--- config.mk ---
export PLATFORM = sky130hd
export DESIGN_NAME = taylor_trig_evaluator
export DESIGN_NICKNAME = d
export VERILOG_FILES = /design/src/hw/rtl/tte_pkg.sv /design/src/hw/rtl/tte_datapath.sv /design/src/hw/rtl/tte_ctrl.sv /design/src/hw/rtl/taylor_trig_evaluator.sv
export SDC_FILE = /design/constraint.sdc
export NUM_CORES = 2
export LEC_CHECK = 0
export BUFFER_PORTS_ARGS = -buffer_cell sky130_fd_sc_hd__buf_2
export CAP_MARGIN = 5
export CORE_MARGIN = 2
export CORE_UTILIZATION = 50
export DETAILED_ROUTE_END_ITERATION = 16
export PLACE_DENSITY = 0.62
export SETUP_SLACK_MARGIN = 0.02
export SYNTH_ARGS = -nofsm -noshare
export SYNTH_HDL_FRONTEND = slang
export SYNTH_SLANG_ARGS = --single-unit
--- constraint.sdc ---
create_clock -name clk_i -period 10.7 [get_ports clk_i]
set_input_delay 1.605 -clock clk_i [delete_from_list [all_inputs] [get_ports clk_i]]
set_output_delay 1.605 -clock clk_i [all_outputs]
set_load 0.03 [all_outputs]
--- src/hw/rtl/tte_pkg.sv ---
`timescale 1ns / 1ps
package tte_pkg;

  localparam int MAX_TERMS_DEF = 16;
  localparam int FRAC_BITS_DEF = 16;

  localparam int ANGLE_W    = 19;
  localparam int ANGLE_FRAC = 16;
  localparam int MODE_W     = 3;
  localparam int VAL_W      = 32;
  localparam int TOL_W      = 16;
  localparam int DW         = 64;   // term, sum and divider width
  localparam int MUL_STEPS  = 4;    // 32x32 partial products per multiply

  localparam logic [MODE_W-1:0] MODE_SIN = 3'd0;
  localparam logic [MODE_W-1:0] MODE_COS = 3'd1;
  localparam logic [MODE_W-1:0] MODE_SEC = 3'd2;
  localparam logic [MODE_W-1:0] MODE_CSC = 3'd3;
  localparam logic [MODE_W-1:0] MODE_TAN = 3'd4;
  localparam logic [MODE_W-1:0] MODE_COT = 3'd5;

  localparam logic REG_SINE_TOL = 1'b0;
  localparam logic REG_COS_TOL  = 1'b1;

  localparam logic [TOL_W-1:0] SINE_TOL_RST = 16'd66;
  localparam logic [TOL_W-1:0] COS_TOL_RST  = 16'd7;

  typedef struct packed {
    logic       load_in;
    logic       mul_clr;
    logic       mul_acc;
    logic [1:0] mul_idx;
    logic       mul_sel;    // 0: x*x, 1: term*x2
    logic       x2_load;
    logic       ser_init;
    logic       init_cos;
    logic       ser_cos;
    logic       ser_add;
    logic       ser_sub;
    logic       div_start;
    logic       div_quot;   // 0: term divide, 1: final quotient
    logic       div_step;
    logic       term_upd;
    logic       sin_store;
    logic       cos_store;
    logic       out_load;
  } dp_cmd_t;

  typedef struct packed {
    logic t_below;
    logic mode_sine;
    logic mode_ratio;
    logic quot_dz;
  } dp_sts_t;

  // clamp to the signed 32 bit range, flag in the top bit
  function automatic logic [VAL_W:0] sat32(input logic signed [DW-1:0] v);
    logic [VAL_W:0] r;
    if (v > DW'(64'sd2147483647)) begin
      r = {1'b1, 32'h7FFF_FFFF};
    end else if (v < -DW'(64'sd2147483648)) begin
      r = {1'b1, 32'h8000_0000};
    end else begin
      r = {1'b0, v[VAL_W-1:0]};
    end
    return r;
  endfunction

endpackage

--- src/hw/rtl/tte_datapath.sv ---
`timescale 1ns / 1ps
module tte_datapath import tte_pkg::*; #(
  parameter int MAX_TERMS = MAX_TERMS_DEF,
  parameter int FRAC_BITS = FRAC_BITS_DEF
) (
  input  logic                    clk_i,
  input  dp_cmd_t                 cmd_i,
  output dp_sts_t                 sts_o,
  input  logic [ANGLE_W-1:0]      angle_i,
  input  logic [MODE_W-1:0]       mode_i,
  input  logic [TOL_W-1:0]        sine_tol_i,
  input  logic [TOL_W-1:0]        cos_tol_i,
  output logic signed [VAL_W-1:0] value_o,
  output logic                    saturated_o,
  output logic                    divide_by_zero_o
);

  localparam int NW  = $clog2(2 * MAX_TERMS + 4);
  localparam int SHL = (FRAC_BITS >= ANGLE_FRAC) ? FRAC_BITS - ANGLE_FRAC : 0;
  localparam int SHR = (FRAC_BITS >= ANGLE_FRAC) ? 0 : ANGLE_FRAC - FRAC_BITS;
  localparam logic [DW-1:0] ONE = DW'(1) << FRAC_BITS;

  logic [MODE_W-1:0]      mode_q;
  logic [DW-1:0]          x_q, x2_q, t_q;
  logic [NW-1:0]          n_q;
  logic signed [DW-1:0]   sum_q;
  logic [VAL_W-1:0]       s_q, c_q;
  logic                   sat_s_q, sat_c_q;
  logic [DW-1:0]          prod_q;
  logic [1:0]             pidx_q;
  logic [2*DW-1:0]        acc_q;
  logic [DW-1:0]          dvd_q, dvs_q, rem_q;
  logic [VAL_W-1:0]       value_q;
  logic                   sat_q, dz_q;

  // multiplier: one 32x32 partial product per cycle
  logic [DW-1:0]   a_op, b_op;
  logic [31:0]     pa, pb;
  logic [2*DW-1:0] psh;

  assign a_op = cmd_i.mul_sel ? t_q  : x_q;
  assign b_op = cmd_i.mul_sel ? x2_q : x_q;

  always_comb begin
    unique case (cmd_i.mul_idx)
      2'd0: begin pa = a_op[31:0];  pb = b_op[31:0];  end
      2'd1: begin pa = a_op[31:0];  pb = b_op[63:32]; end
      2'd2: begin pa = a_op[63:32]; pb = b_op[31:0];  end
      default: begin pa = a_op[63:32]; pb = b_op[63:32]; end
    endcase
  end

  always_comb begin
    unique case (pidx_q)
      2'd0:    psh = {{DW{1'b0}}, prod_q};
      2'd3:    psh = {prod_q, {DW{1'b0}}};
      default: psh = {{(DW/2){1'b0}}, prod_q, {(DW/2){1'b0}}};
    endcase
  end

  always_ff @(posedge clk_i) begin
    prod_q <= DW'(pa) * DW'(pb);
    pidx_q <= cmd_i.mul_idx;
    if (cmd_i.mul_clr) begin
      acc_q <= '0;
    end else if (cmd_i.mul_acc) begin
      acc_q <= acc_q + psh;
    end
  end

  // input capture, x^2 and series registers
  logic [DW-1:0]   x_in;
  logic [NW-1:0]   np1, np2;
  logic [2*NW-1:0] nprod;
  logic [DW-1:0]   tol;

  assign x_in  = (DW'(angle_i) << SHL) >> SHR;
  assign np1   = n_q + NW'(1);
  assign np2   = n_q + NW'(2);
  assign nprod = np1 * np2;
  assign tol   = cmd_i.ser_cos ? DW'(cos_tol_i) : DW'(sine_tol_i);

  always_ff @(posedge clk_i) begin
    if (cmd_i.load_in) begin
      mode_q <= mode_i;
      x_q    <= x_in;
    end
    if (cmd_i.x2_load) begin
      x2_q <= acc_q[FRAC_BITS +: DW];
    end
    if (cmd_i.ser_init) begin
      t_q   <= cmd_i.init_cos ? ONE : x_q;
      n_q   <= cmd_i.init_cos ? NW'(0) : NW'(1);
      sum_q <= '0;
    end else begin
      if (cmd_i.ser_add) begin
        sum_q <= cmd_i.ser_sub ? sum_q - $signed(t_q) : sum_q + $signed(t_q);
      end
      if (cmd_i.term_upd) begin
        t_q <= dvd_q;
        n_q <= np2;
      end
    end
    if (cmd_i.sin_store) begin
      {sat_s_q, s_q} <= sat32(sum_q);
    end
    if (cmd_i.cos_store) begin
      {sat_c_q, c_q} <= sat32(sum_q);
    end
  end

  // quotient operands
  logic signed [VAL_W-1:0] qa, qb;
  logic [VAL_W-1:0]        ua, ub;
  logic                    q_dz, q_neg, q_base;

  always_comb begin
    unique case (mode_q)
      MODE_SEC: begin qa = VAL_W'(ONE); qb = c_q; q_base = sat_c_q; end
      MODE_CSC: begin qa = VAL_W'(ONE); qb = s_q; q_base = sat_s_q; end
      MODE_TAN: begin qa = s_q; qb = c_q; q_base = sat_s_q | sat_c_q; end
      MODE_COT: begin qa = c_q; qb = s_q; q_base = sat_s_q | sat_c_q; end
      default:  begin qa = s_q; qb = c_q; q_base = 1'b0; end
    endcase
  end

  assign ua    = qa[VAL_W-1] ? (~qa + 1'b1) : qa;
  assign ub    = qb[VAL_W-1] ? (~qb + 1'b1) : qb;
  assign q_dz  = (qb == '0);
  assign q_neg = qa[VAL_W-1] ^ qb[VAL_W-1];

  // restoring divider, one quotient bit per cycle
  logic [DW:0] rsh, rdif;

  assign rsh  = {rem_q, dvd_q[DW-1]};
  assign rdif = rsh - {1'b0, dvs_q};

  always_ff @(posedge clk_i) begin
    if (cmd_i.div_start) begin
      rem_q <= '0;
      if (cmd_i.div_quot) begin
        dvd_q <= DW'(ua) << FRAC_BITS;
        dvs_q <= DW'(ub);
      end else begin
        dvd_q <= acc_q[FRAC_BITS +: DW];
        dvs_q <= DW'(nprod);
      end
    end else if (cmd_i.div_step) begin
      if (!rdif[DW]) begin
        rem_q <= rdif[DW-1:0];
        dvd_q <= {dvd_q[DW-2:0], 1'b1};
      end else begin
        rem_q <= rsh[DW-1:0];
        dvd_q <= {dvd_q[DW-2:0], 1'b0};
      end
    end
  end

  // result selection into the output register
  logic [VAL_W-1:0] r_val;
  logic             r_sat, r_dz;

  always_comb begin
    r_val = '0;
    r_sat = 1'b0;
    r_dz  = 1'b0;
    unique case (mode_q)
      MODE_SIN: begin r_val = s_q; r_sat = sat_s_q; end
      MODE_COS: begin r_val = c_q; r_sat = sat_c_q; end
      MODE_SEC, MODE_CSC, MODE_TAN, MODE_COT: begin
        if (q_dz) begin
          r_dz = 1'b1;
        end else if (q_neg) begin
          if (dvd_q > DW'(64'h8000_0000)) begin
            r_val = 32'h8000_0000;
            r_sat = 1'b1;
          end else begin
            r_val = VAL_W'(~dvd_q + 1'b1);
            r_sat = q_base;
          end
        end else begin
          if (dvd_q > DW'(64'h7FFF_FFFF)) begin
            r_val = 32'h7FFF_FFFF;
            r_sat = 1'b1;
          end else begin
            r_val = dvd_q[VAL_W-1:0];
            r_sat = q_base;
          end
        end
      end
      default: ;
    endcase
  end

  always_ff @(posedge clk_i) begin
    if (cmd_i.out_load) begin
      value_q <= r_val;
      sat_q   <= r_sat;
      dz_q    <= r_dz;
    end
  end

  assign value_o          = value_q;
  assign saturated_o      = sat_q;
  assign divide_by_zero_o = dz_q;

  assign sts_o.t_below    = (t_q < tol);
  assign sts_o.mode_sine  = (mode_q == MODE_SIN);
  assign sts_o.mode_ratio = (mode_q == MODE_SEC) || (mode_q == MODE_CSC) ||
                            (mode_q == MODE_TAN) || (mode_q == MODE_COT);
  assign sts_o.quot_dz    = q_dz;

endmodule

--- src/hw/rtl/tte_ctrl.sv ---
`timescale 1ns / 1ps
module tte_ctrl import tte_pkg::*; #(
  parameter int MAX_TERMS = MAX_TERMS_DEF
) (
  input  logic    clk_i,
  input  logic    rst_ni,
  input  logic    in_valid_i,
  output logic    in_ready_o,
  output logic    out_valid_o,
  input  logic    out_ready_i,
  input  dp_sts_t sts_i,
  output dp_cmd_t cmd_o
);

  localparam int KW = $clog2(MAX_TERMS + 1);
  localparam int CW = $clog2(DW);
  localparam logic [CW-1:0] MUL_LAST = CW'(MUL_STEPS);
  localparam logic [CW-1:0] DIV_LAST = CW'(DW - 1);
  localparam logic [KW-1:0] K_LAST   = KW'(MAX_TERMS);

  localparam logic [3:0] S_IDLE   = 4'd0;
  localparam logic [3:0] S_X2MUL  = 4'd1;
  localparam logic [3:0] S_SINIT  = 4'd2;
  localparam logic [3:0] S_CHECK  = 4'd3;
  localparam logic [3:0] S_TMUL   = 4'd4;
  localparam logic [3:0] S_TDIVST = 4'd5;
  localparam logic [3:0] S_TDIV   = 4'd6;
  localparam logic [3:0] S_TUPD   = 4'd7;
  localparam logic [3:0] S_SEREND = 4'd8;
  localparam logic [3:0] S_QDIVST = 4'd9;
  localparam logic [3:0] S_QDIV   = 4'd10;
  localparam logic [3:0] S_OUT    = 4'd11;

  logic [3:0]    state_q, state_d;
  logic [CW-1:0] cnt_q, cnt_d;
  logic [KW-1:0] k_q, k_d;
  logic          ser_q, ser_d;
  logic          ovld_q, ovld_d;
  logic          out_free;

  assign out_free    = !ovld_q || out_ready_i;
  assign in_ready_o  = (state_q == S_IDLE);
  assign out_valid_o = ovld_q;

  always_comb begin
    state_d = state_q;
    cnt_d   = cnt_q;
    k_d     = k_q;
    ser_d   = ser_q;
    cmd_o   = '0;
    cmd_o.ser_cos = ser_q;
    cmd_o.mul_idx = cnt_q[1:0];
    cmd_o.mul_clr = (cnt_q == '0);
    cmd_o.mul_acc = (cnt_q != '0);

    unique case (state_q)
      S_IDLE: begin
        if (in_valid_i) begin
          cmd_o.load_in = 1'b1;
          cnt_d   = '0;
          state_d = S_X2MUL;
        end
      end
      S_X2MUL, S_TMUL: begin
        cmd_o.mul_sel = (state_q == S_TMUL);
        cnt_d = cnt_q + 1'b1;
        if (cnt_q == MUL_LAST) begin
          state_d = (state_q == S_TMUL) ? S_TDIVST : S_SINIT;
        end
      end
      S_SINIT: begin
        cmd_o.x2_load  = 1'b1;
        cmd_o.ser_init = 1'b1;
        k_d     = '0;
        ser_d   = 1'b0;
        state_d = S_CHECK;
      end
      S_CHECK: begin
        if ((k_q == K_LAST) || sts_i.t_below) begin
          state_d = S_SEREND;
        end else begin
          cmd_o.ser_add = 1'b1;
          cmd_o.ser_sub = k_q[0];
          k_d     = k_q + 1'b1;
          cnt_d   = '0;
          state_d = S_TMUL;
        end
      end
      S_TDIVST: begin
        cmd_o.div_start = 1'b1;
        cnt_d   = '0;
        state_d = S_TDIV;
      end
      S_TDIV, S_QDIV: begin
        cmd_o.div_step = 1'b1;
        cnt_d = cnt_q + 1'b1;
        if (cnt_q == DIV_LAST) begin
          state_d = (state_q == S_TDIV) ? S_TUPD : S_OUT;
        end
      end
      S_TUPD: begin
        cmd_o.term_upd = 1'b1;
        state_d = S_CHECK;
      end
      S_SEREND: begin
        if (!ser_q) begin
          cmd_o.sin_store = 1'b1;
          if (sts_i.mode_sine) begin
            state_d = S_OUT;
          end else begin
            cmd_o.ser_init = 1'b1;
            cmd_o.init_cos = 1'b1;
            k_d     = '0;
            ser_d   = 1'b1;
            state_d = S_CHECK;
          end
        end else begin
          cmd_o.cos_store = 1'b1;
          state_d = sts_i.mode_ratio ? S_QDIVST : S_OUT;
        end
      end
      S_QDIVST: begin
        cmd_o.div_start = 1'b1;
        cmd_o.div_quot  = 1'b1;
        cnt_d   = '0;
        state_d = sts_i.quot_dz ? S_OUT : S_QDIV;
      end
      S_OUT: begin
        if (out_free) begin
          cmd_o.out_load = 1'b1;
          state_d = S_IDLE;
        end
      end
      default: state_d = S_IDLE;
    endcase
  end

  always_comb begin
    if (cmd_o.out_load) begin
      ovld_d = 1'b1;
    end else if (out_ready_i) begin
      ovld_d = 1'b0;
    end else begin
      ovld_d = ovld_q;
    end
  end

  always_ff @(posedge clk_i or negedge rst_ni) begin
    if (!rst_ni) begin
      state_q <= S_IDLE;
      cnt_q   <= '0;
      k_q     <= '0;
      ser_q   <= 1'b0;
      ovld_q  <= 1'b0;
    end else begin
      state_q <= state_d;
      cnt_q   <= cnt_d;
      k_q     <= k_d;
      ser_q   <= ser_d;
      ovld_q  <= ovld_d;
    end
  end

endmodule

--- src/hw/rtl/taylor_trig_evaluator.sv ---
`timescale 1ns / 1ps
// Each term costs a 32x32 partial-product multiply and a bit-serial divide; one
//   item is in flight, the next beat is taken once the result has moved into the
//   output register.
// Reset (rst_ni low, async): control idle, no result valid, tolerances 66 / 7.
module taylor_trig_evaluator import tte_pkg::*; #(
  parameter int MAX_TERMS = MAX_TERMS_DEF,
  parameter int FRAC_BITS = FRAC_BITS_DEF
) (
  input  logic                    clk_i,
  input  logic                    rst_ni,
  // configuration writes
  input  logic                    cfg_we_i,
  input  logic                    cfg_idx_i,
  input  logic [TOL_W-1:0]        cfg_wdata_i,
  // input beats
  input  logic                    in_valid_i,
  output logic                    in_ready_o,
  input  logic [ANGLE_W-1:0]      angle_i,
  input  logic [MODE_W-1:0]       mode_i,
  // result beats
  output logic                    out_valid_o,
  input  logic                    out_ready_i,
  output logic signed [VAL_W-1:0] value_o,
  output logic                    saturated_o,
  output logic                    divide_by_zero_o
);

  // Tolerance registers: a term is summed while its magnitude is at least
  // this value (raw fixed point units).
  logic [TOL_W-1:0] sine_tol_q, cos_tol_q;

  always_ff @(posedge clk_i or negedge rst_ni) begin
    if (!rst_ni) begin
      sine_tol_q <= SINE_TOL_RST;
      cos_tol_q  <= COS_TOL_RST;
    end else if (cfg_we_i) begin
      unique case (cfg_idx_i)
        REG_SINE_TOL: sine_tol_q <= cfg_wdata_i;
        REG_COS_TOL:  cos_tol_q  <= cfg_wdata_i;
        default: ;
      endcase
    end
  end

  dp_cmd_t cmd;
  dp_sts_t sts;

  // Sequencer: x^2, then the sine series, then (except for sine) the cosine
  // series, then the optional quotient, then the output register.
  tte_ctrl #(
    .MAX_TERMS (MAX_TERMS)
  ) u_ctrl (
    .clk_i       (clk_i),
    .rst_ni      (rst_ni),
    .in_valid_i  (in_valid_i),
    .in_ready_o  (in_ready_o),
    .out_valid_o (out_valid_o),
    .out_ready_i (out_ready_i),
    .sts_i       (sts),
    .cmd_o       (cmd)
  );

  // Shared multiplier, bit-serial divider, series accumulator, result register.
  tte_datapath #(
    .MAX_TERMS (MAX_TERMS),
    .FRAC_BITS (FRAC_BITS)
  ) u_dp (
    .clk_i            (clk_i),
    .cmd_i            (cmd),
    .sts_o            (sts),
    .angle_i          (angle_i),
    .mode_i           (mode_i),
    .sine_tol_i       (sine_tol_q),
    .cos_tol_i        (cos_tol_q),
    .value_o          (value_o),
    .saturated_o      (saturated_o),
    .divide_by_zero_o (divide_by_zero_o)
  );

endmodule

Yosys cells after proc, flatten, opt, wreduce, memory -nomap -nowiden
Index checks and enable logic that the tools add are counted.

storage, ports and cells
  input port bits = 44
  word-level logic and storage cells = 197
  register bits after elaboration = 755
  output and inout port bits = 36

cells by class
  bitwise operators = 6
  multiply operators = 2
  muxes and demuxes = 80
  magnitude comparators = 5
  equal/unequal tests = 29
  add/sub/neg operators = 11
  reduce and logical (&&, ||, !) cells = 36

operator list
  operator                 count
  $mux W64                 9
  $mux W32                 8
  $pmux W128 S2            1
  $add A128 B128 Y128      1
  $gt A64 B32 Y1 const B   2
  $add A32 B1 Y32 const B  3
  $not A32 Y32             3
  $pmux W32 S3             1
  $mux W33                 2
  $sub A65 B64 Y65         1
  $add A64 B64 Y64         1
  $gt A64 B31 Y1 const B   1
  $lt A64 B32 Y1 const B   1
  $lt A64 B64 Y1           1
  $mul A32 B32 Y64         1
  $pmux W32 S2             1
  $sub A64 B64 Y64         1
  $pmux W4 S9              1
  $logic_not A32 Y1        1
  $mux W4                  8
  $mux W31                 1
  $mux W1                  25
  $mux W6                  4
  $pmux W6 S4              1
  other kinds (45)         90

Logic depth before layout (Yosys ltp)
  depth in word-level cells = 8
  mapped depth = 38
  mapped depth without buffers = 35

Hierarchy
From an unflattened synthesis, not the netlist that was laid out.

unflattened totals
  cell total of the unflattened synthesis = 8691
  area total of the unflattened synthesis = 76283.2 um^2

modules (own cells, without submodules)
  module                 area an instance (um^2)  sequential area each (um^2)  cells an instance  instances
  tte_datapath           73732.0                  16055.4                      8477               1
  tte_ctrl               1292.5                   425.4                        145                1
  taylor_trig_evaluator  1258.7                   807.0                        69                 1

Least setup slack after synthesis
OpenSTA, ideal clock, no wires.

  kind = register to register
  start = register u_ctrl.cnt_q[0]
  end = register u_dp.prod_q[56]
  data required time = 10.573 ns
  setup slack = 1.427 ns
  library setup time = 0.127 ns
  arrival time = 9.145 ns
  clock period less this slack = 9.273 ns
  cell stages (with the launch flop) = 35
  buffers on the path = 4
  cells stage by stage = dfrtp_1 -> inv_1 -> ha_1 -> nor2_1 -> clkbuf_1 -> mux2i_1 -> o21a_1 -> clkbuf_1 -> clkbuf_1 -> nor2_1 -> fa_1 -> inv_1 -> fa_1 -> inv_1 -> fa_1 -> fa_1 -> fa_1 -> fa_1 -> fa_1 -> inv_1 -> fa_1 -> inv_1 -> ha_1 -> clkbuf_1 -> a21o_1 -> a21o_1 -> a21oi_1 -> o221ai_1 -> a221oi_1 -> o21ai_0 -> a211oi_1 -> o21ai_0 -> a21oi_1 -> o21ai_0 -> xor2_1

between the ends
  cells in the longest elaborated chain, start to end = 4
  elaborated cells on any way between the ends = 8
  classes of those cells = 1 x mul; 2 x eq/ne; 2 x mux; 3 x reduce/logical

ends and longest elaborated chain
  item                                        line                RTL
  start: declaration                          tte_ctrl.sv:35      logic [CW-1:0] cnt_q, cnt_d;
  start signal: assignment                    tte_ctrl.sv:157     cnt_q <= cnt_d;
  $eq A2 B1 Y1, or another cell as far along  tte_datapath.sv:45  unique case (cmd_i.mul_idx)
  $reduce_or A2 Y1 (no line)                  n/a
  $mux W32                                    tte_datapath.sv:45
  $mul A32 B32 Y64 (*)                        tte_datapath.sv:62  prod_q <= DW'(pa) * DW'(pb);
  end signal: assignment                      tte_datapath.sv:62
  end: declaration                            tte_datapath.sv:29  logic [DW-1:0] prod_q;

Mark *: on every way between the ends. The rest lies on a longest branch, timed or not.
A chain may end at the register's enable or synchronous reset.

Worst setup path in the final report
Ends and elaborated chain as after synthesis.

==> summary.md <==
| Metric | Value |
|---|---|
| Setup violators final | 0 |
| Post-synth top cells | 1057 x inv_1, 972 x nor2_1, 929 x nand2_1 |
| FF-to-FF Start | u_ctrl.cnt_q[0] |
| Overflow after GRT | 0 |
| Clock transition at path regs | 50 ps |
| CTS Buf Count | 70 |
| Input/output buffers | 79 |
| H-tree Lvls | 3 |
| Final Slew Violations | 0 |
| Max-slew headroom | 0.124 |
| Storage cell area | 17300 sq um |
| Hold Startpoint | u_ctrl.cnt_q[1] |
| Buffer and inverter count on the worst path | 11 |
| Vias per cell | 6.10 |
| CP max stage delay | 700 ps |
| Final TNS setup | 0 ps |
| EDFF count, synth | 352 |
| Die footprint | 151000 sq um |
| Hpwl dp | 223 mm |
| Filler cells | 13600 |
| Initial drt markers | 7604 |
| Worst Hold Slack | 459 ps |
| DR WL/cell | 26.8 microns |
| Fin area | 80100 sq um |
| CP Capture Type | flip-flop |
| Unrepaired setup endpoints after global routing | false |
| Worst Skew | 33.1 ps |
| Crit Path Max Fanout | 27 |
| Nets@finish | 9772 |
| First-pass GRT wire length | 409 mm |
| Netlist cell types | 80 |
| Aggregate global-route resource usage | 0.365 |
| Largest area contributor in the netlist | fa_1 |
| Crit path time final | 10400 ps |
| Post-synthesis register bit count | 675 |
| Outcome | complete, no violations |
| WP data arrival | 10940 ps |
| Worst Hold End | u_dp.pidx_q[1] |
| Synth Flop Type | edfxtp_1 |
| Initial Util | 0.503 |
| Nature of the critical path startpoint | flip-flop |
| Vias in the first global route | 61500 |
| I/O pin total | 80 |
| CP startpoint | u_ctrl.cnt_q[0] |
| Final Hold Fails | 0 |
| Max frequency | 0.0962 GHz |
| Synth area leaders | fa_1 25%, edfxtp_1 14%, ha_1 8.3%, dfxtp_1 7.4%, inv_1 5.4% |
| Area Overhead vs Synth | 8.03% |
| Largest net degree at the start of global routing | 107 |
| Reg2reg end | u_dp.prod_q[56] |
| Hold depth | 0 |
| WS Path Type | reg -> reg |
| Hold Crit Class | reg -> reg |
| Clk sink count | 675 |
| Slack of the worst reg-to-reg path | 300 ps |
| CTS tree | done |
| Register area share after synthesis | 0.233 |
| Clock Latency Late Sink | 680 ps |
| Syn Area/Cell | 8.88 sq um |
| Die width | 389 microns |
| Clock Tree Buf Depth | 3 |
| Root Buffer | clkbuf_16 |
| Share of post-route cells with drive strength above 1 | 0.0687 |
| Critical Path Slowest Stage Cell | fa_1 |
| R2r worst-path depth | 35 |
| Post-synth ARST share | 0.0726 |
| Post-Syn Instances | 8345 |
| Synth Cell Area | 74100 sq um |
| DRT Pass-1 Iters | 6 |
| Core Footprint | 147000 sq um |
| GPL Wtd Cong | 1.06 |
| Worst endpoint required time | 11240 ps |
| Final wirelength | 277 mm |
| Syn Nets | 9795 |
| Maximum capacitance violations | 0 |
| Initial antenna violation count | 18 |
| Post-synth top area share | 0.247 |
| Placed inst area | 77500 sq um |
| Period utilization | 0.972 |
| Top-count cell post-synth | inv_1 |
| FP Rows | 141 |
| Number of remaining DRC errors | 0 |
| Antenna Violating Nets Remaining | 0 |
| Worst-margin pin slew | 1310 ps |
| Multi-input combinational cell area | 51500 sq um |
| Via count | 62900 |
| Warnings, synthesis | 0 |
| Cell family with most CP delay | adder cells |
| Die height | 389 microns |
## per-stage QoR
| stage | setup WS (ps) | cells | utilization |
|---|---|---|---|
| floorplan | 1430 | 8345 | - |
| global placement | 17.1 | 10200 | 0.526 |
| detailed placement | -83.3 | 10200 | 0.526 |
| CTS | 24.8 | 10300 | 0.542 |
| global route | 8.13 | 10300 | 0.543 |
| finish | 300 | 10300 | 0.543 |
## cells in the final DEF (no fill, tap or decap), drive strengths merged, types with 170 or more instances in the layout
| cell | instances |
|---|---|
| inv | 1060 |
| nor2 | 972 |
| nand2 | 929 |
| fa | 915 |
| ha | 491 |
| a21oi | 462 |
| o21ai | 384 |
| edfxtp | 352 |
| buf | 338 |
| dfxtp | 274 |
| xnor2 | 220 |
| a21o | 170 |
## worst register-to-register path: cells and delay by family (launching register included)
| kind | cells | cell delay, ps |
|---|---|---|
| fa+ha+maj | 10 | 5000 |
| compound gates | 10 | 2260 |
| buf+inv | 11 | 1440 |
| mux | 1 | 540 |
| flops | 1 | 440 |
| simple gates | 2 | 420 |
| xor+xnor | 1 | 170 |
## flip-flops by register name, summed over array words and instances, names as in the netlist, 3 cells and up
register / cells
u_dp.dvs_q: 32
u_dp.dvd_q: 64
u_dp.mode_q: 3
u_dp.n_q: 6
u_ctrl.k_q: 5
cos_tol_q: 16
u_dp.acc_q: 80
u_dp.x2_q: 64
u_ctrl.cnt_q: 6
u_dp.prod_q: 64
u_dp.x_q: 19
sine_tol_q: 16
u_dp.t_q: 64
u_ctrl.state_q: 4
u_dp.sum_q: 64
u_dp.s_q: 32
u_dp.rem_q: 64
u_dp.value_o: 32
u_dp.c_q: 32
## how the worst max path moves through the flow
stage,endpoint,depth (start not counted)
2_1_floorplan,u_dp.prod_q[56],34
3_3_place_gp,u_dp.prod_q[63],33
3_5_place_dp,u_dp.prod_q[62],32
4_1_cts,u_dp.prod_q[63],33
5_1_grt,u_dp.prod_q[63],35
6_report,u_dp.prod_q[56],35
## per-layer routing
layer | wire (microns) | up-vias | global-route usage
li1 | - | 27600 | -
met1 | 117000 | 31300 | 0.524
met2 | 116000 | 3381 | 0.529
met3 | 33500 | 535 | 0.107
met4 | 10400 | 22 | 0.115
met5 | 488 | - | 0.00829
## kinds of logic (layout without fill, tap and decap cells)
| logic type | after synthesis | after routing | share of synthesized area |
|---|---|---|---|
| AO/OA/AOI/OAI | 1596 | 1596 | 0.136 |
| XOR/XNOR | 388 | 388 | 0.0459 |
| adder cells (fa/ha/maj) | 1406 | 1406 | 0.330 |
| buffers and inverters | 1490 | 1524 | 0.0759 |
| flip-flops | 675 | 675 | 0.233 |
| multiplexers | 173 | 173 | 0.0239 |
| other | 0 | 4 | 0 |
| AND/OR/NAND/NOR | 2617 | 2617 | 0.155 |
## final cells by class
class	count	area share
antenna	4	0.000125
clock buffer	87	0.0238
clock inverter	42	0.00601
inverter	1057	0.0495
multi-input combinational	6180	0.643
sequential	675	0.216
tap	1930	0.0301
timing repair buffer	338	0.0317
## timing repair
action,4_1_cts,5_1_grt
setup endpoints to repair,5,15
pin swaps,0,2
hold buffers,0,0
endpoints found under the hold margin,0,0
gates cloned,0,0
gates resized for setup,3,16
setup buffers,0,10
Power is not shown: default switching activity piles up to over one toggle a cycle in this logic, so the estimate is an artifact.
